**config.mk**
```make
export PLATFORM = sky130hd
export DESIGN_NAME = ppra_cell
export DESIGN_NICKNAME = d
export VERILOG_FILES = /design/src/rtl/ppra_pkg.sv /design/src/rtl/ppra_cell.sv
export SDC_FILE = /design/constraint.sdc
export NUM_CORES = 1
export LEC_CHECK = 0
export BUFFER_PORTS_ARGS = -buffer_cell sky130_fd_sc_hd__buf_4
export CAP_MARGIN = 20
export CELL_PAD_IN_SITES_DETAIL_PLACEMENT = 1
export CELL_PAD_IN_SITES_GLOBAL_PLACEMENT = 1
export CORE_AREA = 2 2 185 187
export CTS_BUF_LIST = sky130_fd_sc_hd__clkbuf_2
export DETAILED_ROUTE_END_ITERATION = 10
export DIE_AREA = 0 0 187 189
export GPL_ROUTABILITY_DRIVEN = 0
export PLACE_DENSITY_LB_ADDON = 0.1
export SYNTH_ARGS = -nofsm -noshare
export SYNTH_HDL_FRONTEND = slang
export SYNTH_SLANG_ARGS = --single-unit
```
**constraint.sdc**
```tcl
create_clock -name clock -period 4.1 [get_ports clock]
set_input_delay 0.82 -clock clock [delete_from_list [all_inputs] [get_ports clock]]
set_output_delay 0.82 -clock clock [all_outputs]
set_load 0.03 [all_outputs]
```
**src/rtl/ppra_pkg.sv**
```systemverilog
// shared types and constants for the physical page region allocator
package ppra_pkg;

   localparam int MAX_REGIONS  = 128;
   localparam int MAX_RESERVED = 32;
   localparam int PAGE_W       = 32;
   localparam int IDX_W        = (MAX_REGIONS > 1) ? $clog2(MAX_REGIONS) : 1;
   localparam int CNT_W        = $clog2(MAX_REGIONS + 1);
   localparam int RCNT_W       = $clog2(MAX_RESERVED + 1);

   typedef enum logic [1:0] {
      CMD_LOAD  = 2'd0,
      CMD_LOW   = 2'd1,
      CMD_HIGH  = 2'd2,
      CMD_CHECK = 2'd3
   } cmd_type;

   typedef enum logic [1:0] {
      STS_OK         = 2'd0,
      STS_NONE       = 2'd1,
      STS_TABLE_FULL = 2'd2,
      STS_RSV_FULL   = 2'd3
   } status_type;

   typedef enum logic [1:0] {
      SCAN_LOW   = 2'd0,
      SCAN_RSV   = 2'd1,
      SCAN_CHECK = 2'd2,
      SCAN_HIGH  = 2'd3
   } scan_type;

   typedef enum logic [1:0] {
      FSM_IDLE = 2'd0,
      FSM_FWD  = 2'd1,
      FSM_BWD  = 2'd2
   } fsm_type;

   typedef struct packed {
      logic              valid;
      logic              found;
      logic [PAGE_W-1:0] page;
      logic [IDX_W-1:0]  idx;
   } wave_type;

   typedef struct packed {
      logic              start;
      scan_type          mode;
      logic [IDX_W-1:0]  start_idx;
      logic [CNT_W-1:0]  count;
      logic [PAGE_W-1:0] query;
      logic              load_we;
      logic [IDX_W-1:0]  load_idx;
      logic [PAGE_W-1:0] ld_base;
      logic [PAGE_W-1:0] ld_end;
      logic [PAGE_W-1:0] ld_lo;
      logic [PAGE_W-1:0] ld_hi;
      logic              ld_rsv;
   } ctl_type;

endpackage

```
**src/rtl/ppra_cell.sv**
```systemverilog
// one region cell: holds a region entry and passes the search waves on
module ppra_cell import ppra_pkg::*; (
   input  logic             clock,
   input  logic             reset,
   input  logic [IDX_W-1:0] cell_index,
   input  ctl_type          ctl,
   input  wave_type         fwd_in,
   input  wave_type         bwd_in,
   output wave_type         fwd_out,
   output wave_type         bwd_out
);

   logic [PAGE_W-1:0] base_ff, end_ff, lo_ff, hi_ff;
   logic [PAGE_W-1:0] lo_in, hi_in;
   logic              rsv_ff;
   wave_type          fwd_ff, fwd_in_w, bwd_ff, bwd_in_w;
   wave_type          fw, bw;
   logic              live, inject, has_pages, pred, hit_f, hit_b, load_me;

   always_comb begin
      live      = CNT_W'(cell_index) < ctl.count;
      inject    = ctl.start && (cell_index == ctl.start_idx);
      has_pages = lo_ff <= hi_ff;
      load_me   = ctl.load_we && (ctl.load_idx == cell_index);

      fw = fwd_in;
      if (inject && ctl.mode != SCAN_HIGH) begin
         fw = '0;
         fw.valid = 1'b1;
      end
      bw = bwd_in;
      if (inject && ctl.mode == SCAN_HIGH) begin
         bw = '0;
         bw.valid = 1'b1;
      end

      unique case (ctl.mode)
         SCAN_LOW:   pred = has_pages;
         SCAN_RSV:   pred = has_pages && rsv_ff;
         SCAN_CHECK: pred = (ctl.query >= base_ff) && (ctl.query <= end_ff);
         default:    pred = 1'b0;
      endcase

      hit_f = fw.valid && !fw.found && live && pred;
      hit_b = bw.valid && !bw.found && live && has_pages;

      fwd_in_w = fw;
      lo_in    = lo_ff;
      if (hit_f) begin
         fwd_in_w.found = 1'b1;
         fwd_in_w.page  = lo_ff;
         fwd_in_w.idx   = cell_index;
         if (ctl.mode != SCAN_CHECK) begin
            lo_in = lo_ff + 1'b1;
         end
      end
      bwd_in_w = bw;
      hi_in    = hi_ff;
      if (hit_b) begin
         bwd_in_w.found = 1'b1;
         bwd_in_w.page  = hi_ff;
         bwd_in_w.idx   = cell_index;
         hi_in          = hi_ff - 1'b1;
      end
   end

   always_ff @(posedge clock) begin
      if (reset) begin
         fwd_ff <= '0;
         bwd_ff <= '0;
      end else begin
         fwd_ff <= fwd_in_w;
         bwd_ff <= bwd_in_w;
      end
      if (load_me) begin
         base_ff <= ctl.ld_base;
         end_ff  <= ctl.ld_end;
         lo_ff   <= ctl.ld_lo;
         hi_ff   <= ctl.ld_hi;
         rsv_ff  <= ctl.ld_rsv;
      end else begin
         lo_ff <= lo_in;
         hi_ff <= hi_in;
      end
   end

   assign fwd_out = fwd_ff;
   assign bwd_out = bwd_ff;

endmodule

```
==> metrics, run 1 <==
Avg Inst Size Synth=~9.5 µm²; DPL Wire Length=31,200 µm; sequential area share after synthesis=0.465; ANT nets after route=0; synth-to-layout area growth=43.3%; max-cap violations=0; CTS Sinks=approximately 210; Worst-Skew Late Latency=slightly above 1 ns; crit path DAT=4.25 ns; Post-Syn Area=around 0.012 mm²; Setup Crit Path Kind=reg2reg; Synth async-reset ratio=0; DRT Pass-1 Iters=5; Worst-Margin Slew=roughly 0.87 ns; layout cells sized above 1=0.278; RSZ-0062 raised after global routing=false; Fin. Hold Viols=0; initial antenna violation count=3; total track usage=0.243; first-pass GRT wire length=approximately 67,000 µm; Setup crit start kind=flop; vias per inst=between 4 and 5; Mapped Nets=~1,600; final instance area=approximately 0.017 mm²; largest net degree at the start of global routing=87; status=complete, no violations; Sequential Area=around 0.0055 mm²; Die W=roughly 190 µm; crit path time final=between 3 and 4 ns; total CTS buffers=60; Finished Layout Cells=2,259; Initial Util=0.356; nets=about 2,100; TritonCTS clock tree=done; Gate Count Post-Synth=1,243; # port buffers=between 300 and 400; Worst-path clk slew=approximately 0.11 ns; Synth cell types=55; Final Routed Wirelength=about 44,000 µm; f_max=around 300 MHz; CTS Buffer Depth=3; Setup TNS Final=0 ns; placed insts=around 2,000; die extent in y=around 190 µm; GRT overflow=0; Post-DP Area=roughly 0.015 mm²; P per Cell Area=around 290 mW/mm²; total number of yosys warnings=0; Core ar.=roughly 0.033 mm²; maximum vdd drop=~160 µV; Final Max Tran Viols=0; routed len/inst=roughly 19 µm; clock skew=0.0688 ns; detailed-route DRC error count=0; # rows=67; Filler cells=3,862; post-CTS setup buffers=0; vias in the first global route=12,200; I/O Pins=360; CP Data Required Time=4.97 ns; via count=approximately 11,000; Iter 0 DRT Violations=about 480; max_slew headroom=0.418; final setup vio count=0; Final Hold Slack=0.127 ns; die footprint=~0.035 mm²; Multi-input gate area=~0.0057 mm²; Final Cycle Share=0.825; H-tree depth=2; Yosys reg bits=between 200 and 250; CP Capture Type=flop; Hold Crit Class=in2reg; Leak=between 7 and 8 nW; Synth Flop Type=edfxtp_1; root buffer cell=clkbuf_2; Worst Path Max Fanout=30; Post-synth EDFFs=~130
-- layer usage --
| layer | share of wire | up-vias | global-route usage |
|---|---|---|---|
| li1 | - | 5450 | - |
| met1 | 0.43 | 5357 | 0.288 |
| met2 | 0.49 | 307 | 0.434 |
| met3 | 0.059 | 70 | 0.0619 |
| met4 | 0.022 | 2 | 0.0733 |
| met5 | 0.00030 | - | 0 |
-- cells in the mapped netlist, types with 44 or more instances --
cell type    n  area [µm²]
a21oi_1    111         556
clkbuf_1    52         195
dfxtp_1     82        1640
edfxtp_1   129        3870
ha_1       104        1300
inv_1      110         413
nand2_1     85         319
nand2b_1    44         275
nand3_1     59         295
nor2_1      68         255
o21ai_0    117         586
xnor2_1     48         420
-- cell usage in the layout, fill, tap and decap left out, drive strengths merged, types with 30 or more instances in the layout --
cell,count
buf,379
edfxtp,129
dlygate4sd3,129
o21ai,126
inv,113
a21oi,111
ha,104
clkbuf,95
nand2,85
dfxtp,82
nor2,68
nand3,59
xnor2,48
nand2b,44
nor3b,40
or2,33
nand4,30
-- where the power goes --
group / total (mW) / internal, mW / switching (mW)
combinational: 0.892 / 0.455 / 0.438
clock: 1.61 / 0.616 / 0.993
sequential: 2.36 / 2.32 / 0.0404
total: 4.86 / 3.39 / 1.47
-- through the flow --
step,power [mW],util,setup slack (ns)
final,4.86,0.511,0.717
after global placement,3.17,0.454,0.238
after detailed placement,3.19,0.455,0.220
after floorplan,2.77,-,0.633
after global routing,5.12,0.510,0.385
after CTS,4.93,0.510,0.310
-- flip-flops by register name (all words and copies together), names as in the netlist --
register	count
hi_ff	32
bwd_out	41
base_ff	32
end_ff	32
lo_ff	32
rsv_ff	1
fwd_out	41
-- final timing paths --
| path | start | endpoint | slack (ns) | cells past startpoint |
|---|---|---|---|---|
| min | fwd_in[39] | fwd_out[39]$_SDFF_PP0_ | 0.13 | 3 |
| min reg2reg | hi_ff[30]$_DFFE_PP_ | hi_ff[30]$_DFFE_PP_ | 0.67 | 2 |
| max reg2reg | hi_ff[14]$_DFFE_PP_ | bwd_out[17]$_SDFF_PP0_ | 0.72 | 11 |
| max | hi_ff[14]$_DFFE_PP_ | bwd_out[17]$_SDFF_PP0_ | 0.72 | 11 |
-- cell type report --
type                    count  area share
well taps                 448      0.0330
clock buffers              95      0.0280
multi-input cells         865       0.338
flip-flops and latches    211       0.325
repair buffers            508       0.248
clock inverters            18     0.00420
diodes                      3    0.000442
inverters                 111      0.0247
-- kinds of logic (layout without fill, tap and decap cells) --
kind of cell    count (synthesis)  in the layout  share of synthesized area
compound gates                275            275                      0.127
xor+xnor                       73             73                     0.0539
fa+ha+maj                     104            104                      0.110
buf+inv                       167            732                     0.0530
flops                         211            211                      0.465
other cells                     0              3                          0
simple gates                  413            413                      0.192
-- what timing repair did --
item | in CTS | in global routing
resized for setup | 0 | 1
setup endpoints to repair | 0 | 8
hold buffers | 129 | 0
hold endpoints to repair | 129 | 0
-- critical path, cell delays in order (launching register included) --
cell and delay (ns):
edfxtp_1 0.50, inv_1 0.12, ha_1 0.31, nand4_1 0.14, nor4_1 0.46, o21ai_0 0.22
a41oi_1 0.27, o21ai_2 0.21, nand3b_2 0.39, buf_4 0.37, or2_0 0.17, a21oi_1 0.07
Power figures use the tool's default switching activity.
==> run 2: changes to the inputs <==
- clock period: 4.1 -> 2.9 ns (I/O delays scaled with it)
==> metrics, run 2 (synthesized netlist as in run 1, its figures left out) <==
most frequent cells in the layout=474 x buf_4, 218 x dlygate4sd3_1, 129 x edfxtp_1 (was 374 x buf_4, 129 x edfxtp_1, 129 x dlygate4sd3_1); CP Capture Type=flop (unchanged); # port buffers=359 (unchanged); Initial Util=0.356 (unchanged); crit path DAT=3.76 ns (was 4.25 ns); family with the most delay on the worst path=simple AND/OR/NAND/NOR gates (unchanged); Worst-Margin Slew=0.958 ns (was 0.873 ns); nets=2,344 (was 2,139); # rows=67 (unchanged); HP Start=ctl[185] (was fwd_in[39]); final setup vio count=0 (unchanged); Worst-Skew Late Latency=0.98 ns (was 1.02 ns); CTS Sinks=211 (unchanged); I/O Pins=360 (unchanged); slowest stage delay, CP=0.50 ns (about the same); setup slack, reg-to-reg=0.05 ns (was 0.72 ns); metal3 WL=2510 µm (was 2560 µm); H-tree depth=2 (unchanged); RR Endpoint=bwd_out[11]$_SDFF_PP0_ (was bwd_out[17]$_SDFF_PP0_); die extent in y=189 µm (unchanged); met2 wire len=24,900 µm (was 21,600 µm); via count=12,100 (was 11,200); Pint=4.94 mW (was 3.39 mW); DPL Wire Length=32,700 µm (was 31,200 µm); layout cells sized above 1=0.322 (was 0.278); max_slew headroom=0.361 (was 0.418); ANT nets after route=0 (unchanged); Fin. Hold Viols=0 (unchanged); root buffer cell=clkbuf_2 (unchanged); status=complete, no violations (unchanged); routed len/inst=20.0 µm (was 19.4 µm); P per Cell Area=373 mW/mm² (was 286 mW/mm²); TritonCTS clock tree=done (unchanged); Leak=8.47 nW (was 7.45 nW); hold endpoint=fwd_out[40]$_SDFF_PP0_ (was fwd_out[39]$_SDFF_PP0_); RSZ-0062 raised after global routing=true (was false); Setup crit start kind=flop (unchanged); largest net degree at the start of global routing=97 (was 87); initial antenna violation count=2 (was 3); hold depth=5 (was 3); CP Data Required Time=3.81 ns (was 4.97 ns); Filler cells=3,812 (was 3,862); Setup Crit Path Kind=reg2reg (unchanged); Final Routed Wirelength=49,200 µm (was 43,700 µm); detailed-route DRC error count=0 (unchanged); Hold Crit Class=in2reg (unchanged); Post-DP Area=0.0159 mm² (was 0.0151 mm²); most common cell after layout, fill and taps aside=buf_4 (unchanged); Core ar.=0.0333 mm² (unchanged); Worst Reg-to-Reg Cells=13 (was 11); WL met1=20,100 µm (was 18,600 µm); max-cap violations=0 (unchanged); Worst-path clk slew=0.11 ns (about the same); Final Hold Slack=0.250 ns (was 0.127 ns); maximum vdd drop=259 µV (was 156 µV); logic gate share of total power=0.214 (was 0.183); vias per inst=4.93 (was 4.95); die footprint=0.0353 mm² (unchanged); max layer used=met5 (unchanged); DRT Pass-1 Iters=4 (was 5); GRT overflow=0 (unchanged); Reg-to-Reg Start=lo_ff[31]$_DFFE_PP_ (was hi_ff[14]$_DFFE_PP_); CTS Buffer Depth=3 (unchanged); Worst Path Max Fanout=14 (was 30); total CTS buffers=60 (unchanged); Final Max Tran Viols=0 (unchanged); vias in the first global route=13,300 (was 12,200); f_max=351 MHz (was 296 MHz); Setup TNS Final=0 ns (unchanged); clock power share=0.318 (was 0.331); synth-to-layout area growth=60.9% (was 43.3%); switching share of power=0.307 (was 0.302); clock skew=0.0726 ns (was 0.0688 ns); CP max stage cell=edfxtp_1 (unchanged); total track usage=0.269 (was 0.243); final instance area=0.0191 mm² (was 0.0170 mm²); switching power total=2.19 mW (was 1.47 mW); Cell Chain, Critical Path=ha_1, nand4_1, nor3_2, a22oi_1, a41oi_1, o21ai_1, buf_4, nand3b_4, buf_12, buf_12, buf_4, nand3_1, a21oi_1 (was inv_1, ha_1, nand4_1, nor4_1, o21ai_0, a41oi_1, o21ai_2, nand3b_2, buf_4, or2_0, a21oi_1); crit path time final=2.85 ns (was 3.38 ns); Iter 0 DRT Violations=555 (was 481); CP bufs+invs=4 (was 2); first-pass GRT wire length=73,900 µm (was 67,200 µm); power share of the sequential group=0.467 (was 0.486); Final Cycle Share=0.982 (was 0.825); Die W=187 µm (unchanged)
run 2: repair_timing:
item / in CTS / in global routing
resized for setup: 9 / 50
gates cloned: 0 / 3
hold buffers: 218 / 0
hold endpoints to repair: 211 / 0
setup endpoints to repair: 63 / 131
setup buffers: 0 / 15
pin swaps: 0 / 18
run 2: area by class of cell:
class,count,area [µm²],area share
inverter,111,419,0.0220
sequential,211,5520,0.289
clock buffer,93,465,0.0244
antenna,2,5.00,0.000262
timing repair buffer,713,6130,0.321
tap,448,561,0.0294
clock inverter,17,65.1,0.00341
multi-input combinational,865,5920,0.310
run 2: worst max-delay path by stage:
stage | start | end | slack [ns] | cells past startpoint
global route | hi_ff[13]$_DFFE_PP_ | bwd_out[29]$_SDFF_PP0_ | -0.08 | 13
floorplan | hi_ff[15]$_DFFE_PP_ | hi_ff[0]$_DFFE_PP_ | 0.05 | 11
detailed placement | ctl[167] | lo_ff[2]$_DFFE_PP_ | -0.42 | 12
finish | lo_ff[31]$_DFFE_PP_ | bwd_out[11]$_SDFF_PP0_ | 0.05 | 13
global placement | ctl[167] | lo_ff[29]$_DFFE_PP_ | -0.31 | 12
CTS | lo_ff[15]$_DFFE_PP_ | bwd_out[8]$_SDFF_PP0_ | -0.01 | 13
run 2: per-stage QoR:
step / util / total power, mW / worst slack, ns / cells
final: 0.573 / 7.13 / 0.0514 / 2460
after detailed placement: 0.479 / 4.58 / -0.419 / 2112
after global routing: 0.573 / 7.47 / -0.0827 / 2459
after floorplan: - / 3.91 / 0.0497 / 1243
after global placement: 0.479 / 4.55 / -0.306 / 2112
after CTS: 0.562 / 7.08 / -0.00991 / 2440
run 2: worst reg2reg max path, stage by stage, from the launching register on:
cell and delay (ns):
edfxtp_1 0.50, ha_1 0.35, nand4_1 0.25, nor3_2 0.27, a22oi_1 0.10, a41oi_1 0.19
o21ai_1 0.11, buf_4 0.19, nand3b_4 0.16, buf_12 0.16, buf_12 0.15, buf_4 0.12
nand3_1 0.08, a21oi_1 0.16
run 2: metal layers:
layer,global-route usage,up-vias
li1,-,5859
met1,0.313,5800
met2,0.482,371
met3,0.0612,106
met4,0.0986,2
met5,0,-
run 2: power by group through the flow:
stage	Clock [mW]	Sequential (mW)	Combinational, mW
6_report	2.27	3.33	1.53
5_1_grt	2.50	3.34	1.64
4_1_cts	2.31	3.33	1.44
3_5_place_dp	0	3.40	1.18
3_3_place_gp	0	3.39	1.15
2_1_floorplan	0	3.55	0.363
==> run 3: changes to the inputs <==
==> constraint.sdc (replaced) <==
create_clock -name clock -period 2.9 [get_ports clock]
set_input_delay 0.29 -clock clock [delete_from_list [all_inputs] [get_ports clock]]
set_output_delay 0.29 -clock clock [all_outputs]
set_load 0.03 [all_outputs]
==> metrics, run 3 (synthesized netlist as in run 1, its figures left out) <==
Final Power=7.54 mW (was 7.13 mW); logic gate share of total power=0.233 (was 0.214); vias in the first global route=14,200 (was 13,300); setup ws final=-0.167 ns (was 0.0514 ns); Reg-to-Reg Start=end_ff[19]$_DFFE_PP_ (was lo_ff[31]$_DFFE_PP_); max_slew headroom=0.608 (was 0.361); Fin. Hold Viols=0 (unchanged); layout cells sized above 1=0.308 (was 0.322); # port buffers=359 (unchanged); root buffer cell=clkbuf_2 (unchanged); Worst Setup EP=fwd_out[3]$_SDFF_PP0_ (was bwd_out[11]$_SDFF_PP0_); crit path DAT=3.96 ns (was 3.76 ns); initial antenna violation count=6 (was 2); setup slack, reg-to-reg=-0.17 ns (was 0.05 ns); Hold Crit Class=in2reg (unchanged); routed len/inst=23.6 µm (was 20.0 µm); dpl ws=-0.139 ns (was -0.419 ns); Setup Crit Path Kind=reg2reg (unchanged); detailed-route DRC error count=0 (unchanged); Setup crit start kind=flop (unchanged); I/O Pins=360 (unchanged); CP max stage cell=a2111oi_2 (was edfxtp_1); largest net degree at the start of global routing=80 (was 97); die extent in y=189 µm (unchanged); P per Cell Area=372 mW/mm² (was 373 mW/mm²); synth-to-layout area growth=71.3% (was 60.9%); switching power total=2.45 mW (was 2.19 mW); # rows=67 (unchanged); f_max=326 MHz (was 351 MHz); Finished Layout Cells=2,547 (was 2,460); H-tree depth=2 (unchanged); Final Cycle Share=1.06 (was 0.982); nets=2,427 (was 2,344); slowest stage delay, CP=0.48 ns (was 0.50 ns); DRT Pass-1 Iters=5 (was 4); Leak=8.87 nW (was 8.47 nW); crit path time final=3.07 ns (was 2.85 ns); CP Data Required Time=3.80 ns (was 3.81 ns); Initial Util=0.356 (unchanged); Worst Reg-to-Reg Cells=13 (unchanged); switching share of power=0.325 (was 0.307); Pint=5.09 mW (was 4.94 mW); vias per inst=5.23 (was 4.93); first-pass GRT wire length=81,900 µm (was 73,900 µm); Worst-Skew Late Latency=1.03 ns (was 0.98 ns); die footprint=0.0353 mm² (unchanged); DPL Wire Length=32,600 µm (was 32,700 µm); final setup vio count=70 (was 0); power share of the sequential group=0.442 (was 0.467); most frequent cells in the layout=440 x buf_4, 332 x dlygate4sd3_1, 129 x edfxtp_1 (was 474 x buf_4, 218 x dlygate4sd3_1, 129 x edfxtp_1); clock power share=0.325 (was 0.318); Die W=187 µm (unchanged); Cell Chain, Critical Path=inv_1, ha_1, a21oi_1, o21ai_0, a2111oi_2, o21ai_1, o21ai_2, buf_4, a22oi_2, buf_6, buf_6, o21ai_0, o21ai_1 (was ha_1, nand4_1, nor3_2, a22oi_1, a41oi_1, o21ai_1, buf_4, nand3b_4, buf_12, buf_12, buf_4, nand3_1, a21oi_1); CP Capture Type=flop (unchanged); placed insts=2,061 (was 2,112); clock skew=0.0935 ns (was 0.0726 ns); Final Max Tran Viols=0 (unchanged); RR Endpoint=fwd_out[3]$_SDFF_PP0_ (was bwd_out[11]$_SDFF_PP0_); status=finished with violations (was complete, no violations); Final Hold Slack=0.114 ns (was 0.250 ns); maximum vdd drop=279 µV (was 259 µV); CTS Sinks=211 (unchanged); via count=13,300 (was 12,100); ANT nets after route=0 (unchanged); max-cap violations=0 (unchanged); Core ar.=0.0333 mm² (unchanged); CTS Buffer Depth=3 (unchanged); Final Routed Wirelength=60,100 µm (was 49,200 µm); failing checks=setup timing; Worst-path clk slew=0.14 ns (was 0.11 ns); GRT overflow=0 (unchanged); total track usage=0.301 (was 0.269); RSZ-0062 raised after global routing=true (unchanged); Iter 0 DRT Violations=711 (was 555); source of the critical timing path=end_ff[19]$_DFFE_PP_ (was lo_ff[31]$_DFFE_PP_); most common cell after layout, fill and taps aside=buf_4 (unchanged); Worst-Margin Slew=0.583 ns (was 0.958 ns); HP Start=ctl[136] (was ctl[185]); Worst Path Max Fanout=8 (was 14); TritonCTS clock tree=done (unchanged); total CTS buffers=58 (was 60)
-- run 3: changes by cell type in the layout (fill, tap and decap cells not counted), sizes merged --
cell         previous run  this run
clkinv                 17        22
buf                   492       460
inv                   111       112
bufinv                  0         1
dlygate4sd3           218       332
clkbuf                 96        91
diode                   2         5
-- run 3: area by class of cell --
class | instances | area (µm²)
diodes | 5 | 12.5
clock buffers | 85 | 425
clock inverters | 24 | 120
fillers | 3754 | 13000
inverters | 111 | 419
multi-input cells | 865 | 6130
flip-flops and latches | 211 | 5520
well taps | 448 | 561
repair buffers | 798 | 7120
-- run 3: power by group through the flow --
stage / Clock (mW) / Combinational (mW) / Sequential, mW
CTS: 2.37 / 1.53 / 3.33
global placement: 0 / 1.13 / 3.40
floorplan: 0 / 0.363 / 3.55
global route: 2.63 / 1.85 / 3.34
detailed placement: 0 / 1.15 / 3.40
finish: 2.45 / 1.76 / 3.34
-- run 3: routing by layer --
layer	share of wire	GRT usage	routed length, µm	up-vias
met3	0.068	0.0675	4060	229
met5	0.00023	0	14	-
li1	-	-	-	6035
met4	0.059	0.125	3530	2
met1	0.37	0.345	22400	6431
met2	0.50	0.541	30100	634
-- run 3: per-stage QoR --
| step | setup TNS [ns] | utilization | instance area, µm² |
|---|---|---|---|
| 6_report | -5.47 | 0.610 | 20300 |
| 3_3_place_gp | -3.15 | 0.469 | 15600 |
| 3_5_place_dp | -5.97 | 0.469 | 15600 |
| 2_1_floorplan | 0 | - | 11900 |
| 5_1_grt | -7.86 | 0.610 | 20300 |
| 4_1_cts | 0 | 0.586 | 19500 |
-- run 3: worst min path at each step --
stage | endpoint | cells past startpoint | slack (ns)
6_report | base_ff[25]$_DFFE_PP_ | 5 | 0.11
5_1_grt | bwd_out[19]$_SDFF_PP0_ | 4 | 0.04
4_1_cts | bwd_out[16]$_SDFF_PP0_ | 4 | 0.00002
3_5_place_dp | base_ff[10]$_DFFE_PP_ | 1 | 0.47
3_3_place_gp | base_ff[8]$_DFFE_PP_ | 1 | 0.47
2_1_floorplan | base_ff[0]$_DFFE_PP_ | 0 | 0.39
-- run 3: what timing repair did --
action | CTS | global route
hold buffers | 332 | 0
gates cloned | 1 | 8
endpoints found under the hold margin | 212 | 0
resized for setup | 6 | 157
endpoints found under the setup margin | 62 | 148
buffers inserted | 1 | 30
pin swaps | 1 | 22
-- run 3: worst max-delay path: cells and delay by family (launching register included) --
family / cells / cell delay, ns
compound gates: 8 / 1.67
fa+ha+maj: 1 / 0.28
buf+inv: 4 / 0.59
flops: 1 / 0.41
